$ cat config.mk
export PLATFORM = sky130hd
export DESIGN_NAME = dspl_ram
export DESIGN_NICKNAME = d
export VERILOG_FILES = /design/src/sv/depth_sorted_primitive_list_macros.svh /design/src/sv/dspl_ram.sv
export SDC_FILE = /design/constraint.sdc
export NUM_CORES = 2
export LEC_CHECK = 0
export ABC_AREA = 1
export BUFFER_PORTS_ARGS = -buffer_cell sky130_fd_sc_hd__buf_2
export CELL_PAD_IN_SITES_DETAIL_PLACEMENT = 1
export CELL_PAD_IN_SITES_GLOBAL_PLACEMENT = 2
export CORE_AREA = 4 4 592 594
export DETAILED_ROUTE_END_ITERATION = 7
export DIE_AREA = 0 0 596 598
export PLACE_DENSITY = 0.87
export SYNTH_ARGS = -nofsm -noshare
export SYNTH_HDL_FRONTEND = slang
export SYNTH_SLANG_ARGS = --single-unit
$ cat constraint.sdc
create_clock -name clk -period 4.5 [get_ports clk]
set_input_delay 0.9 -clock clk [delete_from_list [all_inputs] [get_ports clk]]
set_output_delay 0.9 -clock clk [all_outputs]
set_load 0.02 [all_outputs]
$ cat src/sv/depth_sorted_primitive_list_macros.svh
// Assertion macros shared by the depth sorter RTL.
// Included by the files that carry concurrent assertions; no other dependencies.
`ifndef DEPTH_SORTED_PRIMITIVE_LIST_MACROS_SVH
`define DEPTH_SORTED_PRIMITIVE_LIST_MACROS_SVH

// Same-cycle implication, disabled during reset
`define DSPL_ASSERT_IMPL(lbl, ck, rs, ante, cons, msg) \
  lbl: assert property (@(posedge ck) disable iff (rs) (ante) |-> (cons)) else $error(msg);

// Next-cycle implication, disabled during reset
`define DSPL_ASSERT_NEXT(lbl, ck, rs, ante, cons, msg) \
  lbl: assert property (@(posedge ck) disable iff (rs) (ante) |=> (cons)) else $error(msg);

// Invariant that holds at every edge out of reset
`define DSPL_ASSERT_ALWAYS(lbl, ck, rs, cond, msg) \
  `DSPL_ASSERT_IMPL(lbl, ck, rs, 1'b1, cond, msg)

`endif

$ cat src/sv/dspl_ram.sv
// Generic simple dual-port RAM: one write port, one read port with registered data.
// No dependencies; contents are undefined until written.
module dspl_ram #(
  parameter int WIDTH = 32,
  parameter int DEPTH = 128
) (
  input  logic                     clk,
  input  logic                     we,
  input  logic [$clog2(DEPTH)-1:0] waddr,
  input  logic [WIDTH-1:0]         wdata,
  input  logic                     re,
  input  logic [$clog2(DEPTH)-1:0] raddr,
  output logic [WIDTH-1:0]         rdata
);

  logic [WIDTH-1:0] mem [DEPTH];

  // Write and registered read
  always_ff @(posedge clk) begin
    if (we) begin
      mem[waddr] <= wdata;
    end
    if (re) begin
      rdata <= mem[raddr];
    end
  end

endmodule

==> results by group <==
Setup path
  – Top cell by count, worst path: nand3_1
  – R2R cell count: 8
  – Cell family with most CP delay: simple AND/OR/NAND/NOR gates
  – Worst Path Buf+Inv: 5
  – R2R Path End: rdata[26]$_DFFE_PP_
  – Flop2flop setup slack: 1.75 ns
  – Req. time, crit path: between 5 and 6 ns
  – Worst path depth: 13
  – Largest fanout on the critical path: 67
  – CP Launch Type: primary input
  – Critical path class: in2reg
  – Worst path max stage delay: approximately 0.60 ns
  – FF-to-FF Start: mem[59][26]$_DFFE_PP_
  – Setup crit end kind: register
  – Crit path DAT: between 4 and 5 ns
  – Slowest-stage cell, CP: nand3_1
  – Cells along the critical path: buf_12 -> buf_12 -> buf_12 -> buf_4 -> buf_4 -> nand2_1 -> nand3_1 -> nand3_1 -> nand3_1 -> nand3_1 -> nand3_1 -> nand3_1 -> nand2_1

Cells and area
  – # fillers: about 34000
  – Commonest non-fill, non-tap cell in the layout: nand2_1
  – Layout cells sized above 1: a little under a tenth
  – NumNets Final: 13600
  – FF+latch area: 124000 um^2
  – Synthesis-to-layout area growth: 13.2%
  – Area of the multi-input gates: about 37000 um^2
  – Commonest non-fill, non-tap cells in the layout: nand2_1 (4143), edfxtp_1 (4128), nand3_1 (4035), clkbuf_16 (440), buf_4 (412)
  – Non-Filler Instances: 18500

STA
  – Tightest hold margin: 0.432 ns
  – Clk_skew: 0.0645 ns
  – F_max: 0.272 GHz
  – Final Cycle Share: between 80 and 90%
  – Max Slew Vio Count: 0
  – Slew headroom: under 10%
  – Min cycle time layout: about 3.7 ns
  – Tightest Pin Transition: 1.45 ns
  – PnR worst setup slack: 0.825 ns
  – Hold Vio Cnt, Final: 0
  – Final setup fails: 0
  – RSZ-0062 raised after global routing: no

Placed design
  – Routability cong.: approximately 0.86
  – Placed cells: around 18000
  – Post-DP HPWL: about 340000 um
  – Post-place setup slack: -0.112 ns
  – Port Buffer Count: 80

Worst hold path
  – Hold_sp: wdata[8]
  – Hold EP: mem[46][8]$_DFFE_PP_
  – Min-Delay Path Class: in2reg
  – Hold depth: 1

Route
  – DRT iter0 DRCs: ~15000
  – DRT Pass-1 Iters: 6
  – DR DRC count: 0
  – Total number of vias: roughly 120k
  – Routed len/inst: roughly 31 um
  – WL final: 580000 um
  – Avg Vias per Cell: 6.27
  – Post-DRT Antenna Nets: 0

Job
  – Max Cap Viol: 0

Clock network
  – Total CTS buffers: about 430
  – CTS tree: yes
  – Resized cells post-CTS: 0
  – Clock transition at the registers of the reported paths: 0.06 ns
  – Maximum clock insertion buffer count: 4
  – CTS H-Tree Depth: 5
  – # hold bufs at CTS: 0
  – CTS sink cnt: a little over 4000
  – Postcts setup bufs: 0
  – CTS Root Buffer Type: clkbuf_16
  – Clock latency on the worst-skew pair: 0.99 ns

Logic synthesis
  – Mean Syn Cell Area: about 12 um^2
  – Post-synthesis net count: roughly 13000
  – Yosys warning count: 0
  – Distinct cells, synth: 14
  – Post-synthesis sequential area ratio: 75.1%
  – Post-Syn Area: 165000 um^2
  – Synthesized flop and latch total: a little over 4000
  – Mapped Cells: ~13000

GRT
  – Total GRT Usage: 32.0%
  – GR Util met2: 50.6%
  – Initial antenna violation count: 54
  – Vias in the first global route: between 100k and 150k
  – GRT overflow: 0
  – Gr busiest metal: met2
  – First-pass GRT wire length: ~830000 um
  – M1 GR Usage: 42.6%
  – Pin count of the biggest net entering global routing: 224
  – Met3 GRT Util: 5.61%

Pwr
  – Pwr Total: between 80000 and 90000 uW
  – Power density cells: between 400 and 500 nW/um^2
  – Leakage: roughly 0.065 uW
  – Peak VDD IR: ~380 uV

Die
  – Die ar.: about 360000 um^2
  – Core box area: between 300000 and 400000 um^2
  – Initial Util: between 40% and 50%
  – Die H: 598 um
  – FP Rows: approximately 220
  – Die X: about 600 um
  – Ports: between 80 and 90

Outcome
  – Status: finished clean
## worst register-to-register path: stages (launching register included)
cell      delay (ns)
edfxtp_1        0.37
nand2_1         0.09
nand3_1         0.10
nand3_1         0.12
nand3_1         0.24
nand3_1         0.28
nand3_1         0.54
nand3_1         0.62
nand2_1         0.10
## registers in the layout, summed over array words and instances (netlist names)
| signal | cells |
|---|---|
| mem | 4096 |
| rdata | 32 |
## cell usage after synthesis, drive strengths merged
cell / count / share of area [%]
nor3: 8 / 0.024
edfxtp: 4128 / 75
nand3: 4035 / 12
clkbuf: 109 / 0.25
nand2: 4151 / 9.4
buf: 800 / 2.5
nor2: 134 / 0.30
inv: 24 / 0.058
## logic make-up (layout without fill, tap and decap cells)
logic type / Yosys count / after routing / synth area share (%)
other: 0 / 54 / 0
AND/OR/NAND/NOR: 8328 / 8328 / 22.0
buffers and inverters: 933 / 1404 / 2.84
flip-flops: 4128 / 4128 / 75.1
## how the worst max path moves through the flow
stage,from,end,slack [ns]
after global routing,raddr[0],rdata[3]$_DFFE_PP_,0.82
final,raddr[0],rdata[3]$_DFFE_PP_,0.83
after global placement,raddr[0],rdata[3]$_DFFE_PP_,-0.02
after floorplan,we,mem[105][0]$_DFFE_PP_,1.20
after CTS,raddr[0],rdata[3]$_DFFE_PP_,0.91
after detailed placement,raddr[0],rdata[3]$_DFFE_PP_,-0.11
## metal layers
layer | share of wire, % | routed length [um]
met4 | 6.1 | 35400
met1 | 38 | 219000
met5 | 0.042 | 244
met3 | 9.9 | 57300
met2 | 46 | 269000
## through the flow
| step | setup TNS, ns | area, um^2 | util, % |
|---|---|---|---|
| 5_1_grt | 0 | 187000 | 54.1 |
| 4_1_cts | 0 | 187000 | 54.1 |
| 3_5_place_dp | -0.112 | 173000 | 50.2 |
| 3_3_place_gp | -0.0217 | 173000 | 50.2 |
| 6_report | 0 | 187000 | 54.1 |
| 2_1_floorplan | 0 | 165000 | - |
## cell type report
type,instances,share of cell area [%]
clock buffer,526,6.07
antenna,54,0.0724
timing repair buffer,592,3.24
multi-input combinational,8328,20.0
sequential,4128,66.4
clock inverter,262,1.09
tap,4578,3.07
inverter,24,0.0777
## where the power goes
group / switching, uW / total, uW / internal (uW) / leakage, uW
Combinational: 4280 / 5540 / 1260 / 0.0211
Sequential: 111 / 42600 / 42500 / 0.0371
Clock: 15100 / 34400 / 19400 / 0.00658
No activity file was read; power rests on OpenSTA's default activity.
