<file path="src/sv/depth_sorted_primitive_list_macros.svh">
// Assertion macros shared by the depth sorter RTL.
// Included by the files that carry concurrent assertions; no other dependencies.
`ifndef DEPTH_SORTED_PRIMITIVE_LIST_MACROS_SVH
`define DEPTH_SORTED_PRIMITIVE_LIST_MACROS_SVH

// Same-cycle implication, disabled during reset
`define DSPL_ASSERT_IMPL(lbl, ck, rs, ante, cons, msg) \
  lbl: assert property (@(posedge ck) disable iff (rs) (ante) |-> (cons)) else $error(msg);

// Next-cycle implication, disabled during reset
`define DSPL_ASSERT_NEXT(lbl, ck, rs, ante, cons, msg) \
  lbl: assert property (@(posedge ck) disable iff (rs) (ante) |=> (cons)) else $error(msg);

// Invariant that holds at every edge out of reset
`define DSPL_ASSERT_ALWAYS(lbl, ck, rs, cond, msg) \
  `DSPL_ASSERT_IMPL(lbl, ck, rs, 1'b1, cond, msg)

`endif

</file>
<file path="src/sv/dspl_pkg.sv">
// Shared types and codes of the depth sorter: operation and status codes, result record.
// No dependencies; used by every module of the block except dspl_ram.
package dspl_pkg;

  localparam int OP_W       = 2;
  localparam int STATUS_W   = 2;
  localparam int SLOT_OUT_W = 7;
  localparam int COUNT_W    = 4;
  localparam int COLOUR_W   = 8;
  localparam int COORD_W    = 16;
  localparam int VERTEX_W   = 2 * COORD_W;
  localparam int DEPTH_W    = 32;
  localparam int CC_W       = COLOUR_W + COUNT_W;
  localparam int IN_DATA_W  = 80;
  localparam int OUT_DATA_W = 56;

  // Most vertex pairs emitted for one entry
  localparam int MAX_EMIT = 8;

  // Operation codes (carried on s_tuser)
  localparam logic [OP_W-1:0] OP_CLEAR  = 2'd0;
  localparam logic [OP_W-1:0] OP_VERTEX = 2'd1;
  localparam logic [OP_W-1:0] OP_INSERT = 2'd2;
  localparam logic [OP_W-1:0] OP_EMIT   = 2'd3;

  // Result status codes (carried on m_tuser)
  localparam logic [STATUS_W-1:0] STATUS_VERTEX   = 2'd0;
  localparam logic [STATUS_W-1:0] STATUS_INSERTED = 2'd1;
  localparam logic [STATUS_W-1:0] STATUS_FULL     = 2'd2;
  localparam logic [STATUS_W-1:0] STATUS_END      = 2'd3;

  typedef struct packed {
    logic [STATUS_W-1:0]      status;
    logic [SLOT_OUT_W-1:0]    entry_slot;
    logic [COUNT_W-1:0]       point_count;
    logic [COLOUR_W-1:0]      colour;
    logic signed [COORD_W-1:0] x;
    logic signed [COORD_W-1:0] y;
    logic                     last;
  } result_t;

endpackage

</file>
<file path="src/sv/dspl_stage.sv">
// Staging register file for the vertex pairs of the next inserted primitive.
// Depends on dspl_pkg for the vertex width; cleared to zero by reset.
module dspl_stage #(
  parameter int PAIRS = 8
) (
  input  logic                                clk,
  input  logic                                rst,
  input  logic                                we,
  input  logic [2:0]                          widx,
  input  logic [dspl_pkg::VERTEX_W-1:0]       wdata,
  input  logic [$clog2(PAIRS)-1:0]            ridx,
  output logic [dspl_pkg::VERTEX_W-1:0]       rdata
);

  logic [dspl_pkg::VERTEX_W-1:0] pairs [PAIRS];

  // Write the addressed pair; an index beyond the pairs held matches none
  always_ff @(posedge clk) begin
    if (rst) begin
      for (int j = 0; j < PAIRS; j++) begin
        pairs[j] <= '0;
      end
    end else if (we) begin
      for (int j = 0; j < PAIRS; j++) begin
        if (32'(widx) == j) begin
          pairs[j] <= wdata;
        end
      end
    end
  end

  assign rdata = pairs[ridx];

endmodule

</file>
<file path="config.mk">
export PLATFORM = sky130hd
export DESIGN_NAME = dspl_stage
export DESIGN_NICKNAME = d
export VERILOG_FILES = /design/src/sv/depth_sorted_primitive_list_macros.svh /design/src/sv/dspl_pkg.sv /design/src/sv/dspl_stage.sv
export SDC_FILE = /design/constraint.sdc
export NUM_CORES = 1
export LEC_CHECK = 0
export ABC_AREA = 1
export BUFFER_PORTS_ARGS = -buffer_cell sky130_fd_sc_hd__clkbuf_2
export CAP_MARGIN = 5
export CORE_ASPECT_RATIO = 1.75
export CORE_MARGIN = 2
export CORE_UTILIZATION = 40
export DETAILED_ROUTE_END_ITERATION = 8
export PLACE_DENSITY = 0.6
export REMOVE_ABC_BUFFERS = 1
export SETUP_SLACK_MARGIN = 0.3
export SYNTH_ARGS = -nofsm -noshare
export SYNTH_HDL_FRONTEND = slang
export SYNTH_SLANG_ARGS = --single-unit
export TNS_END_PERCENT = 1
</file>
<file path="constraint.sdc">
create_clock -name clk -period 4.85 [get_ports clk]
set_clock_uncertainty 0.1 [all_clocks]
set_input_delay 0.7275 -clock clk [delete_from_list [all_inputs] [get_ports clk]]
set_output_delay 0.7275 -clock clk [all_outputs]
set_load 0.01 [all_outputs]
</file>
==> flow_summary_export.csv <==
group,metric,value,unit
power_and_ir_drop,power_frac_clock,35.9,%
clock_network,cts_tree,"built",
die,pin_count,73,
clock_network,cts_buffers,22,
final_layout,largest_reg_flops,256,
synthesis,synth_cells,1416,
clock_network,ctsResizeCount,0,
final_layout,fin_nets,1503,
clock_network,hold_buffers,0,
power_and_ir_drop,p_total,4940,uW
synthesis,ys_types,15,
sta,rsz0062_at_grt,"no",
setup_path,startpoint_type,"input pin",
clock_network,htree_levels,1,
sta,min_period_over_period,63.2,%
sta,setup-tns-final,0,ns
drt,drc,0,
setup_path,crit_required,4.02,ns
power_and_ir_drop,intPower,3740,uW
power_and_ir_drop,p_seq_share,53.4,%
final_layout,area_growth_syn_to_layout,12.3,%
synthesis,yosys.area_share.simple,25.4,%
power_and_ir_drop,p_leak,0.00667,uW
synthesis,synth_top_family_by_area,"simple AND/OR/NAND/NOR gates",
sta,whs,0.491,ns
global_routing,grt_max_degree,129,
final_layout,fin_area,13800,sq um
placed_design,place_ws,1.75,ns
drt,wirelength_met1,11700,microns
synthesis,synth-xor-area-share,0,%
final_layout,reg_top3,"pairs: 256 flops",
drt,wire_per_inst,16.2,microns
clock_network,clk_pin_slew_worst_paths,0.06,ns
drt,ant_nets,0,
setup_path,cp-end-kind,"output port",
drt,top_layer,"met4",
global_routing,grt_pass1_vias,8745,
die,die_width,137,microns
setup_path,crit_arrival,2.24,ns
power_and_ir_drop,swShare,24.3,%
setup_path,endpoint,"rdata[23]",
power_and_ir_drop,irDropWorstVdd,0.226,mV
die,row_count,85,
drt,drtPass1Iterations,5,
sta,max_freq,0.326,GHz
clock_network,cts_setup_buffers,0,
global_routing,grt.total_usage,19.3,%
setup_path,worstSetupPathType,"in -> out",
final_layout,top_register,"pairs",
placed_design,dp_hpwl,16400,microns
drt,num_vias,8997,
die,die_y,236,microns
setup_path,startpoint,"ridx[2]",
power_and_ir_drop,power_density,358,nW/um^2
clock_network,cts-root-buf,"clkbuf_16",
setup_path,critical_path.max_fanout,18,
drt,met2_length,16200,microns
synthesis,synthesis.area,12300,sq um
final_layout,layout-drive-gt1-share,9.48,%
sta,slew_headroom,30.1,%
die,core-area,30500,sq um
global_routing,antenna_found_initial,1,
sta,worst_pin_slew,1.04,ns
placed_design,port_buffers,72,
global_routing,grt_pass1_wl,47200,microns
power_and_ir_drop,pwr-share-comb,10.7,%
synthesis,synth_adder_area_share,0,%
min_path,worstHoldPathType,"in -> reg",
synthesis,ys_warn_count,0,
synthesis,avgSynthCellArea,8.68,sq um
synthesis,ys_seq_area_share,62.5,%
run,drv_cap,0,
final_layout,antenna_cells,0,
sta,slew_viol_final,0,
drt,wl,30300,microns
drt,drtIter0Drc,694,
status,status,"finished, final reports clean",
synthesis,synthMuxAreaShare,0,%
placed_design,dpl-instance-area,13100,sq um
clock_network,cts.sinks,256,
drt,wl_met3,1550,microns
sta,final.min_clock_period,3.06,ns
sta,finalSetupViolations,0,
sta,hold_viol,0,
sta,finalWorstSetupSlack,1.79,ns
clock_network,cts_buffer_depth,3,
synthesis,ys_seq_elements,256,
synthesis,synth-compound-area-share,0.265,%
die,start_util,40.3,%
power_and_ir_drop,power.net_switching,1200,uW
drt,vias_per_cell,4.82,
die,die_area,32200,sq um
global_routing,gr-total-overflow,0,
placed_design,gp_congestion,0.735,
[synth_stat cells (all sizes together)]
library cell	n	area, sq um
nand2	424	1590
inv	299	1120
edfxtp	256	7690
nor2	225	852
nand3	130	651
buf	54	267
clkbuf	17	63.8
o21ai	5	25.0
nand4	4	25.0
nor3	1	5.00
o31ai	1	7.51
[power by group through the flow]
stage	logic [uW]	clock network [uW]	registers (uW)
6_report	528	1770	2640
5_1_grt	603	1880	2650
4_1_cts	538	1790	2640
3_5_place_dp	535	0	2690
3_3_place_gp	529	0	2680
2_1_floorplan	312	0	2680
[worst min-delay path by stage]
stage | slack, ns | from | cells past startpoint | endpoint
2_1_floorplan | 0.83 | rst | 1 | pairs[0][19]$_SDFFCE_PN0P_
3_5_place_dp | 1.02 | wdata[3] | 3 | pairs[3][3]$_SDFFCE_PN0P_
4_1_cts | 0.49 | wdata[3] | 3 | pairs[3][3]$_SDFFCE_PN0P_
6_report | 0.49 | wdata[3] | 3 | pairs[3][3]$_SDFFCE_PN0P_
5_1_grt | 0.51 | wdata[29] | 3 | pairs[5][29]$_SDFFCE_PN0P_
3_3_place_gp | 1.01 | wdata[3] | 3 | pairs[5][3]$_SDFFCE_PN0P_
[final cells by class]
type | instances | area [sq um]
fillers | 2930 | 16700
flip-flops and latches | 256 | 7690
multi-input cells | 790 | 3230
inverters | 299 | 1120
clock buffers | 27 | 591
repair buffers | 93 | 558
well taps | 391 | 489
clock inverters | 12 | 126
[metrics by stage]
step                utilization [%]  cells
floorplan                         -   1345
global placement               42.9   1829
detailed placement             42.9   1829
CTS                            45.2   1868
global route                   45.2   1868
finish                         45.2   1868
[worst max-delay path, stage by stage]
cell and delay, ns:
clkbuf_2 0.09, inv_1 0.56, buf_4 0.43, nand2_1 0.15
nand2_1 0.11, clkbuf_2 0.14
[kinds of logic (layout without fill, tap and decap cells)]
logic type / Yosys count / count (layout)
flip-flops: 256 / 256
AO/OA/AOI/OAI: 6 / 6
AND/OR/NAND/NOR: 784 / 784
buffers and inverters: 370 / 431
[layout by cell type, fill, tap and decap left out, types with 4 or more instances in the layout]
cell | netlist | final
nand2_1 | 424 | 424
inv_1 | 293 | 292
edfxtp_1 | 256 | 256
nor2_1 | 224 | 224
nand3_1 | 130 | 130
clkbuf_2 | 0 | 71
clkbuf_16 | 0 | 23
buf_4 | 1 | 19
inv_2 | 6 | 6
o21ai_4 | 0 | 5
nand4_1 | 4 | 4
clkbuf_1 | 17 | 4
[metal layers]
layer / GRT usage, % / up-vias
li1: - / 4395
met4: 7.32 / 0
met5: 0 / -
met2: 35.3 / 249
met1: 22.8 / 4297
met3: 1.85 / 56
No activity file was read; power rests on OpenSTA's default activity.
