==> config.mk <==
export PLATFORM = sky130hd
export DESIGN_NAME = dspl_out_reg
export DESIGN_NICKNAME = d
export VERILOG_FILES = /design/src/sv/dspl_pkg.sv /design/src/sv/dspl_out_reg.sv
export VERILOG_INCLUDE_DIRS = /design/src /design/src/sv
export SDC_FILE = /design/constraint.sdc
export NUM_CORES = 1
export LEC_CHECK = 0
export ABC_AREA = 1
export BUFFER_PORTS_ARGS = -buffer_cell sky130_fd_sc_hd__buf_2
export CAP_MARGIN = 20
export CORE_MARGIN = 10
export CORE_UTILIZATION = 30
export CTS_BUF_LIST = sky130_fd_sc_hd__clkbuf_2 sky130_fd_sc_hd__clkbuf_4 sky130_fd_sc_hd__clkbuf_8
export DETAILED_ROUTE_END_ITERATION = 8
export GPL_TIMING_DRIVEN = 0
export PLACE_DENSITY_LB_ADDON = 0.25
export SYNTH_ARGS = -nofsm -noshare
export SYNTH_HDL_FRONTEND = slang
export SYNTH_SLANG_ARGS = --single-unit
==> constraint.sdc <==
create_clock -name clk -period 0.8 [get_ports clk]
set_input_delay 0 -clock clk [delete_from_list [all_inputs] [get_ports clk]]
set_output_delay 0 -clock clk [all_outputs]
set_load 0.03 [all_outputs]
==> src/sv/depth_sorted_primitive_list_macros.svh <==
// Assertion macros shared by the depth sorter RTL.
// Included by the files that carry concurrent assertions; no other dependencies.
`ifndef DEPTH_SORTED_PRIMITIVE_LIST_MACROS_SVH
`define DEPTH_SORTED_PRIMITIVE_LIST_MACROS_SVH

// Same-cycle implication, disabled during reset
`define DSPL_ASSERT_IMPL(lbl, ck, rs, ante, cons, msg) \
  lbl: assert property (@(posedge ck) disable iff (rs) (ante) |-> (cons)) else $error(msg);

// Next-cycle implication, disabled during reset
`define DSPL_ASSERT_NEXT(lbl, ck, rs, ante, cons, msg) \
  lbl: assert property (@(posedge ck) disable iff (rs) (ante) |=> (cons)) else $error(msg);

// Invariant that holds at every edge out of reset
`define DSPL_ASSERT_ALWAYS(lbl, ck, rs, cond, msg) \
  `DSPL_ASSERT_IMPL(lbl, ck, rs, 1'b1, cond, msg)

`endif

==> src/sv/dspl_pkg.sv <==
// Shared types and codes of the depth sorter: operation and status codes, result record.
// No dependencies; used by every module of the block except dspl_ram.
package dspl_pkg;

  localparam int OP_W       = 2;
  localparam int STATUS_W   = 2;
  localparam int SLOT_OUT_W = 7;
  localparam int COUNT_W    = 4;
  localparam int COLOUR_W   = 8;
  localparam int COORD_W    = 16;
  localparam int VERTEX_W   = 2 * COORD_W;
  localparam int DEPTH_W    = 32;
  localparam int CC_W       = COLOUR_W + COUNT_W;
  localparam int IN_DATA_W  = 80;
  localparam int OUT_DATA_W = 56;

  // Most vertex pairs emitted for one entry
  localparam int MAX_EMIT = 8;

  // Operation codes (carried on s_tuser)
  localparam logic [OP_W-1:0] OP_CLEAR  = 2'd0;
  localparam logic [OP_W-1:0] OP_VERTEX = 2'd1;
  localparam logic [OP_W-1:0] OP_INSERT = 2'd2;
  localparam logic [OP_W-1:0] OP_EMIT   = 2'd3;

  // Result status codes (carried on m_tuser)
  localparam logic [STATUS_W-1:0] STATUS_VERTEX   = 2'd0;
  localparam logic [STATUS_W-1:0] STATUS_INSERTED = 2'd1;
  localparam logic [STATUS_W-1:0] STATUS_FULL     = 2'd2;
  localparam logic [STATUS_W-1:0] STATUS_END      = 2'd3;

  typedef struct packed {
    logic [STATUS_W-1:0]      status;
    logic [SLOT_OUT_W-1:0]    entry_slot;
    logic [COUNT_W-1:0]       point_count;
    logic [COLOUR_W-1:0]      colour;
    logic signed [COORD_W-1:0] x;
    logic signed [COORD_W-1:0] y;
    logic                     last;
  } result_t;

endpackage

==> src/sv/dspl_out_reg.sv <==
// Result register of the depth sorter: holds one result until the master side takes it.
// Depends on dspl_pkg for the result record and field widths.
`include "depth_sorted_primitive_list_macros.svh"

module dspl_out_reg (
  input  logic                              clk,
  input  logic                              rst,
  input  logic                              load,
  input  dspl_pkg::result_t                 res,
  output logic                              free,
  output logic                              m_tvalid,
  input  logic                              m_tready,
  // entry_slot[6:0], out_point_count[10:7], out_colour[18:11], out_x[34:19],
  // out_y[50:35], zero fill [55:51]
  output logic [dspl_pkg::OUT_DATA_W-1:0]   m_tdata,
  // status[1:0]
  output logic [dspl_pkg::STATUS_W-1:0]     m_tuser,
  output logic                              m_tlast
);

  dspl_pkg::result_t held;

  // Valid flag: set on load, drop once transferred
  always_ff @(posedge clk) begin
    if (rst) begin
      m_tvalid <= 1'b0;
    end else if (load) begin
      m_tvalid <= 1'b1;
    end else if (m_tready) begin
      m_tvalid <= 1'b0;
    end
  end

  // Payload
  always_ff @(posedge clk) begin
    if (load) begin
      held <= res;
    end
  end

  assign free    = !m_tvalid || m_tready;
  assign m_tdata = {5'b0, held.y, held.x, held.colour, held.point_count, held.entry_slot};
  assign m_tuser = held.status;
  assign m_tlast = held.last;

  `DSPL_ASSERT_IMPL(a_no_overwrite, clk, rst, load, free, "result register loaded while occupied")
  `DSPL_ASSERT_NEXT(a_load_valid, clk, rst, load, m_tvalid, "loaded result not presented")
  `DSPL_ASSERT_NEXT(a_hold_stalled, clk, rst, m_tvalid && !m_tready, m_tvalid && $stable(m_tdata), "stalled result changed")

endmodule

==> results of run 1 <==
[metrics by stage]
step                instances  area [µm²]  TNS, ns
floorplan                  69        1722        0
global placement          254        2377   -28.34
detailed placement        255        2397   -9.378
CTS                       318        3390   -3.930
global route              320        3400   -5.540
finish                    320        3400   -3.114
[final cells by class]
type	count	area, µm²	share of cell area
clock buffer	5	68.82	0.02024
tap	72	90.09	0.02650
timing repair buffer	170	1494	0.4395
sequential	55	1643	0.4833
antenna	1	2.502	0.0007361
inverter	2	7.507	0.002208
buffer	5	37.54	0.01104
clock inverter	3	22.52	0.006625
multi-input combinational	7	33.78	0.009937
[worst paths after layout]
kind,end,slack (ns),cells after the start
max,m_tdata[16],-0.08,1
max reg2reg,m_tvalid,0.09,3
min,m_tvalid,0.07,5
min reg2reg,m_tvalid,0.59,3
[worst register-to-register path, stage by stage (launching register included)]
cell and delay (ns):
dfxtp_2 0.36, nand2_2 0.07, buf_4 0.13, a21oi_2 0.09
[state kept, by name (all words and copies together) (netlist names)]
signal    count
m_tdata      51
m_tvalid      1
m_tuser       2
m_tlast       1
[layer usage]
layer | routed length (µm) | vias to the layer above
li1 | - | 602
met1 | 1572 | 590
met2 | 2843 | 75
met3 | 646 | 11
met4 | 152 | 0
met5 | 0 | -
[power by group]
group	switching, mW	total, mW	internal (mW)
sequential	0.103	3.52	3.42
combinational	0.724	1.43	0.703
clock	0.915	1.55	0.635
total	1.74	6.50	4.75
[timing repair]
item,CTS,global route
hold endpoints to repair,55,0
setup buffers,0,1
hold buffers,55,0
gates resized for setup,112,0
pin swaps,1,0
setup endpoints to repair,56,56
[synthesized netlist by cell type (all sizes together)]
| master | count |
|---|---|
| inv | 2 |
| nand2 | 1 |
| a21oi | 1 |
| conb | 1 |
| buf | 5 |
| edfxtp | 54 |
| dfxtp | 1 |
[logic make-up after synthesis]
| logic type | Yosys count | share of synthesized area |
|---|---|---|
| flops | 55 | 0.9626 |
| simple gates | 1 | 0.003671 |
| buf+inv | 7 | 0.02642 |
| other cells | 1 | 0.002199 |
| compound gates | 1 | 0.005137 |
==> results.toml, run 1 <==
[global_route]
grt_start_max_net_pins = 33
first_global_vias = 1474
use_met3 = 0.05813
grt_antenna_before_repair = 1
grt_busiest_layer = "met2"
grtUsageMet1 = 0.1020
grt_first_pass_wirelength_um = 7769
grt-ovfl-total = 0
groute.usage.overall = 0.1151
grt_util_met2 = 0.2108

[clock_tree]
root_buffer = "clkbuf_8"
clk_path_buf_depth = 2
ctsHtreeMaxLevel = 2
clkLatencyLatePin_ns = 0.31
numClockSinks = 55
cts_buffers = 5
cts_tree = "done"
clkTransAtPathRegs_ns = 0.10

[setup_path]
slowest_delay_ns = 0.41
worstSetupPathType = "register to output pin"
setup.worst_path.start = "m_tdata[16]"
end_kind = "output pin"
cp_num_buf_inv = 1
r2r_start = "m_tvalid"
path_cells = "buf_6"
cpLargestDelayFamily = "flip-flops"
critPathMaxFanout = 1
cp_data_required_time_ns = 0.80
start_kind = "register"
crit_slowest_cell = "edfxtp_1"
worstPathArrival_ns = 0.88

[detailed_routing]
postRouteAntennaNets = 0
routed_wirelength_um = 5214
wl_per_cell_um = 16.29
dr.pass1.iters = 6
via_per_inst = 3.994
drt_iter0_drc = 54
num_vias = 1278
drc = 0

[hold_path]
hp-class = "primary input to register"
hp-start = "m_tready"

[floorplanning]
core.rowCount = 27
die_x_um = 95.40
core_area_um2 = 5507
boundaryPins = 119
start_util = 0.3097
die-area_um2 = 9100
fp.dieH_um = 95.40

[synthesis]
synth_area_leaders = "edfxtp_1 (95%), buf_4 (2.2%), dfxtp_1 (1.2%), a21oi_2 (0.51%), inv_1 (0.44%)"
synth_top_area_share = 0.9508
syn_inst = 65
ys_seq_area_frac = 0.9626
ys_seq_elements = 55
yosysUniqueCellTypes = 7
syn_area_um2 = 1705
yosysWarnings = 0
syn_area_per_cell_um2 = 26.24
netlist.top_cell.by_area = "edfxtp_1"

[sta]
post-route-period-util = 1.102
hold_slack_ns = 0.07012
finalCriticalPeriod_ns = 0.8815
worst_pin_slew_ns = 0.5555
setup_violations = 56
slew_headroom = 0.6297
grt_setup_unrepaired = "yes"
skew_ns = 0
drv_slew = 0
layout_setup_ws_ns = -0.08154
max_freq_mhz = 1134
hold_viol = 0

[outcome]
violations = "negative setup slack"
outcome = "finished, violations left"

[power]
ir_drop_v = 0.001273
p_per_area_nw_per_um2 = 1911
power_leakage_nw = 1.450
p_total_mw = 6.497

[final_layout]
fillers = 412
syn_to_final_growth_pct = 99.34
final_cell_mix = "buf_2 (57), buf_6 (56), dlygate4sd3_1 (55), edfxtp_1 (54), buf_4 (6)"
finalNetCount = 304
final_common_cell = "buf_2"
fin_util = 0.6174
drive_gt1_frac = 0.5304

[placement]
io_buffers = 113
place_congestion = 0.6937
dp_slack_ns = -0.2711

[run]
max_cap_violations = 0
(Power assumes the default switching activity.)
==> run 2, diff against run 1 <==
--- a/config.mk
+++ b/config.mk
@@ -6,7 +6,6 @@
 export SDC_FILE = /design/constraint.sdc
 export NUM_CORES = 1
 export LEC_CHECK = 0
-export ABC_AREA = 1
 export BUFFER_PORTS_ARGS = -buffer_cell sky130_fd_sc_hd__buf_2
 export CAP_MARGIN = 20
 export CORE_MARGIN = 10
@@ -14,6 +13,7 @@
 export CTS_BUF_LIST = sky130_fd_sc_hd__clkbuf_2 sky130_fd_sc_hd__clkbuf_4 sky130_fd_sc_hd__clkbuf_8
 export DETAILED_ROUTE_END_ITERATION = 8
 export GPL_TIMING_DRIVEN = 0
+export HOLD_SLACK_MARGIN = 0.15
 export PLACE_DENSITY_LB_ADDON = 0.25
 export SYNTH_ARGS = -nofsm -noshare
 export SYNTH_HDL_FRONTEND = slang
==> run 2 against run 1 <==
Total power rose by 5.4%; cell count fell by 0.63%; design area rose by 0.85%; critical endpoint is now m_tdata[44]; highest routed layer unchanged; the run still ends with negative setup slack left.
==> results.toml, run 2 <==
[run]
max_cap_violations = 0

[clock_tree]
clkTransAtPathRegs_ns = 0.11
holdBufCountCts = 55
cts_tree = "done"
ctsHtreeMaxLevel = 2
numClockSinks = 55
root_buffer = "clkbuf_8"
clkLatencyLatePin_ns = 0.30
clk_path_buf_depth = 2
cts_buffers = 5

[sta]
post-route-period-util = 1.110
max_freq_mhz = 1126
tns_ns = -3.046
grt_setup_unrepaired = "yes"
skew_ns = 0
setup_violations = 56
hold_viol = 0
drv_slew = 0
finalCriticalPeriod_ns = 0.8879
layout_setup_ws_ns = -0.08785

[power]
ir_drop_v = 0.0009994
p_per_area_nw_per_um2 = 1997
power_leakage_nw = 1.462
p_total_mw = 6.847

[final_layout]
drive_gt1_frac = 0.5325
multi_input_area_um2 = 41.29
final_cell_mix = "buf_2 (57), buf_6 (56), dlygate4sd3_1 (55), edfxtp_1 (54), buf_4 (6)"
finalNetCount = 303
layout.cells.non_filler = 318
syn_to_final_growth_pct = 100.6
antenna_cells = 0
final_common_cell = "buf_2"
seq_area_um2 = 1643
fillers = 415
fin_area_um2 = 3428
largest_register_ffs = 51

[floorplanning]
die_x_um = 95.48
boundaryPins = 119
fp.dieH_um = 95.48
core.rowCount = 27
die-area_um2 = 9116
core_area_um2 = 5507
start_util = 0.3104

[detailed_routing]
wl_per_cell_um = 16.34
postRouteAntennaNets = 0
routed_wirelength_um = 5197
drc = 0
via_per_inst = 3.934
drt_iter0_drc = 36
dr.pass1.iters = 4
num_vias = 1251

[synthesis]
synthMuxAreaShare = 0
synth_xor_area_frac = 0
synthAdderAreaFrac = 0
ys_seq_area_frac = 0.9605
synthFlopType = "edfxtp_1"
synth_top_family_by_area = "buffers and inverters"
synth_top_area_share = 0.9488
yosysUniqueCellTypes = 7
ys_seq_elements = 55
synth_edf_count = 54
netlist.top_cell.by_area = "edfxtp_1"
syn_inst = 64
synth_commonest_cells = "edfxtp_1 (54), buf_4 (5)"
synth_area_leaders = "edfxtp_1 (95%), buf_4 (2.2%), dfxtp_1 (1.2%), nand2b_4 (0.81%), a21oi_2 (0.51%)"
synth_compound_area_frac = 0.005124
syn_area_um2 = 1709
syn_area_per_cell_um2 = 26.71
yosys.area_share.simple = 0.008053
synth_most_common_cell = "edfxtp_1"
postSynth.asyncResetShare = 0
yosysWarnings = 0

[setup_path]
cp_num_buf_inv = 1
cp_data_required_time_ns = 0.80
slowest_delay_ns = 0.42
r2r_start = "m_tvalid"
end_kind = "output pin"
worstPathArrival_ns = 0.89
crit_slowest_cell = "edfxtp_1"
r2r_setup_slack_ns = 0.07
path_cells = "buf_6"
start_kind = "register"
critPathMaxFanout = 1
cp.depth = 1
worstSetupPathType = "register to output pin"
rr_worst_depth = 3
rr_endpoint = "m_tvalid"
cpLargestDelayFamily = "flip-flops"

[global_route]
grt_first_pass_wirelength_um = 7790
grt_start_max_net_pins = 40
groute.usage.overall = 0.1138
grt-ovfl-total = 0
grt_antenna_before_repair = 0
first_global_vias = 1465

[placement]
place_congestion = 0.7058
place_inst = 254
io_buffers = 113
dpl_cell_area_um2 = 2401
detailedPlacementHpwl_um = 3441

[hold_path]
worstHoldPathCells = 4
hp-class = "primary input to register"
hold_end = "m_tvalid"
hp-start = "m_tready"

[outcome]
outcome = "finished, violations left"
violations = "negative setup slack"
[run 2: kinds of logic after synthesis]
group           after synthesis
flops                        55
buf+inv                       6
compound gates                1
simple gates                  1
other cells                   1
[run 2: power by group]
group	switching [mW]	internal (mW)	leakage, nW
logic	0.725	0.706	0.864
clock network	0.930	0.966	0.0607
registers	0.103	3.42	0.537
total	1.76	5.09	1.46
[run 2: worst max path at each step]
stage                      from     endpoint  slack [ns]
floorplan              m_tvalid     m_tvalid        0.05
global placement           load  m_tdata[17]       -0.52
detailed placement         load  m_tdata[17]       -0.18
CTS                     m_tlast      m_tlast        -0.1
global route        m_tdata[44]  m_tdata[44]       -0.14
finish              m_tdata[44]  m_tdata[44]       -0.09
[run 2: final cells by class]
class                           count  share of cell area
Timing Repair Buffer              170              0.4358
Tap cell                           72             0.02628
Multi-Input combinational cell      7             0.01204
Inverter                            1            0.001095
Clock inverter                      3             0.01460
Buffer                              5             0.01095
Sequential cell                    55              0.4792
Clock buffer                        5             0.02007
[run 2: layer usage]
layer / global-route usage / vias up / routed length, µm
li1: - / 598 / -
met1: 0.1025 / 580 / 1633
met2: 0.2159 / 66 / 2854
met3: 0.06363 / 7 / 664
met4: 0.02580 / 0 / 45
met5: 0 / - / 0
[run 2: stage by stage]
step	setup WS (ns)	utilization	hold WS, ns
detailed placement	-0.1800	0.4360	0.1527
finish	-0.08785	0.6226	0.05207
global route	-0.1405	0.6226	0.05701
CTS	-0.09542	0.6212	-0.05002
floorplan	0.04871	-	0.05508
global placement	-0.5161	0.4324	0.1548
[run 2: repair_timing]
action | in CTS | in global routing
buffers inserted | 0 | 1
setup endpoints to repair | 56 | 56
endpoints found under the hold margin | 71 | 6
gates resized for setup | 112 | 0
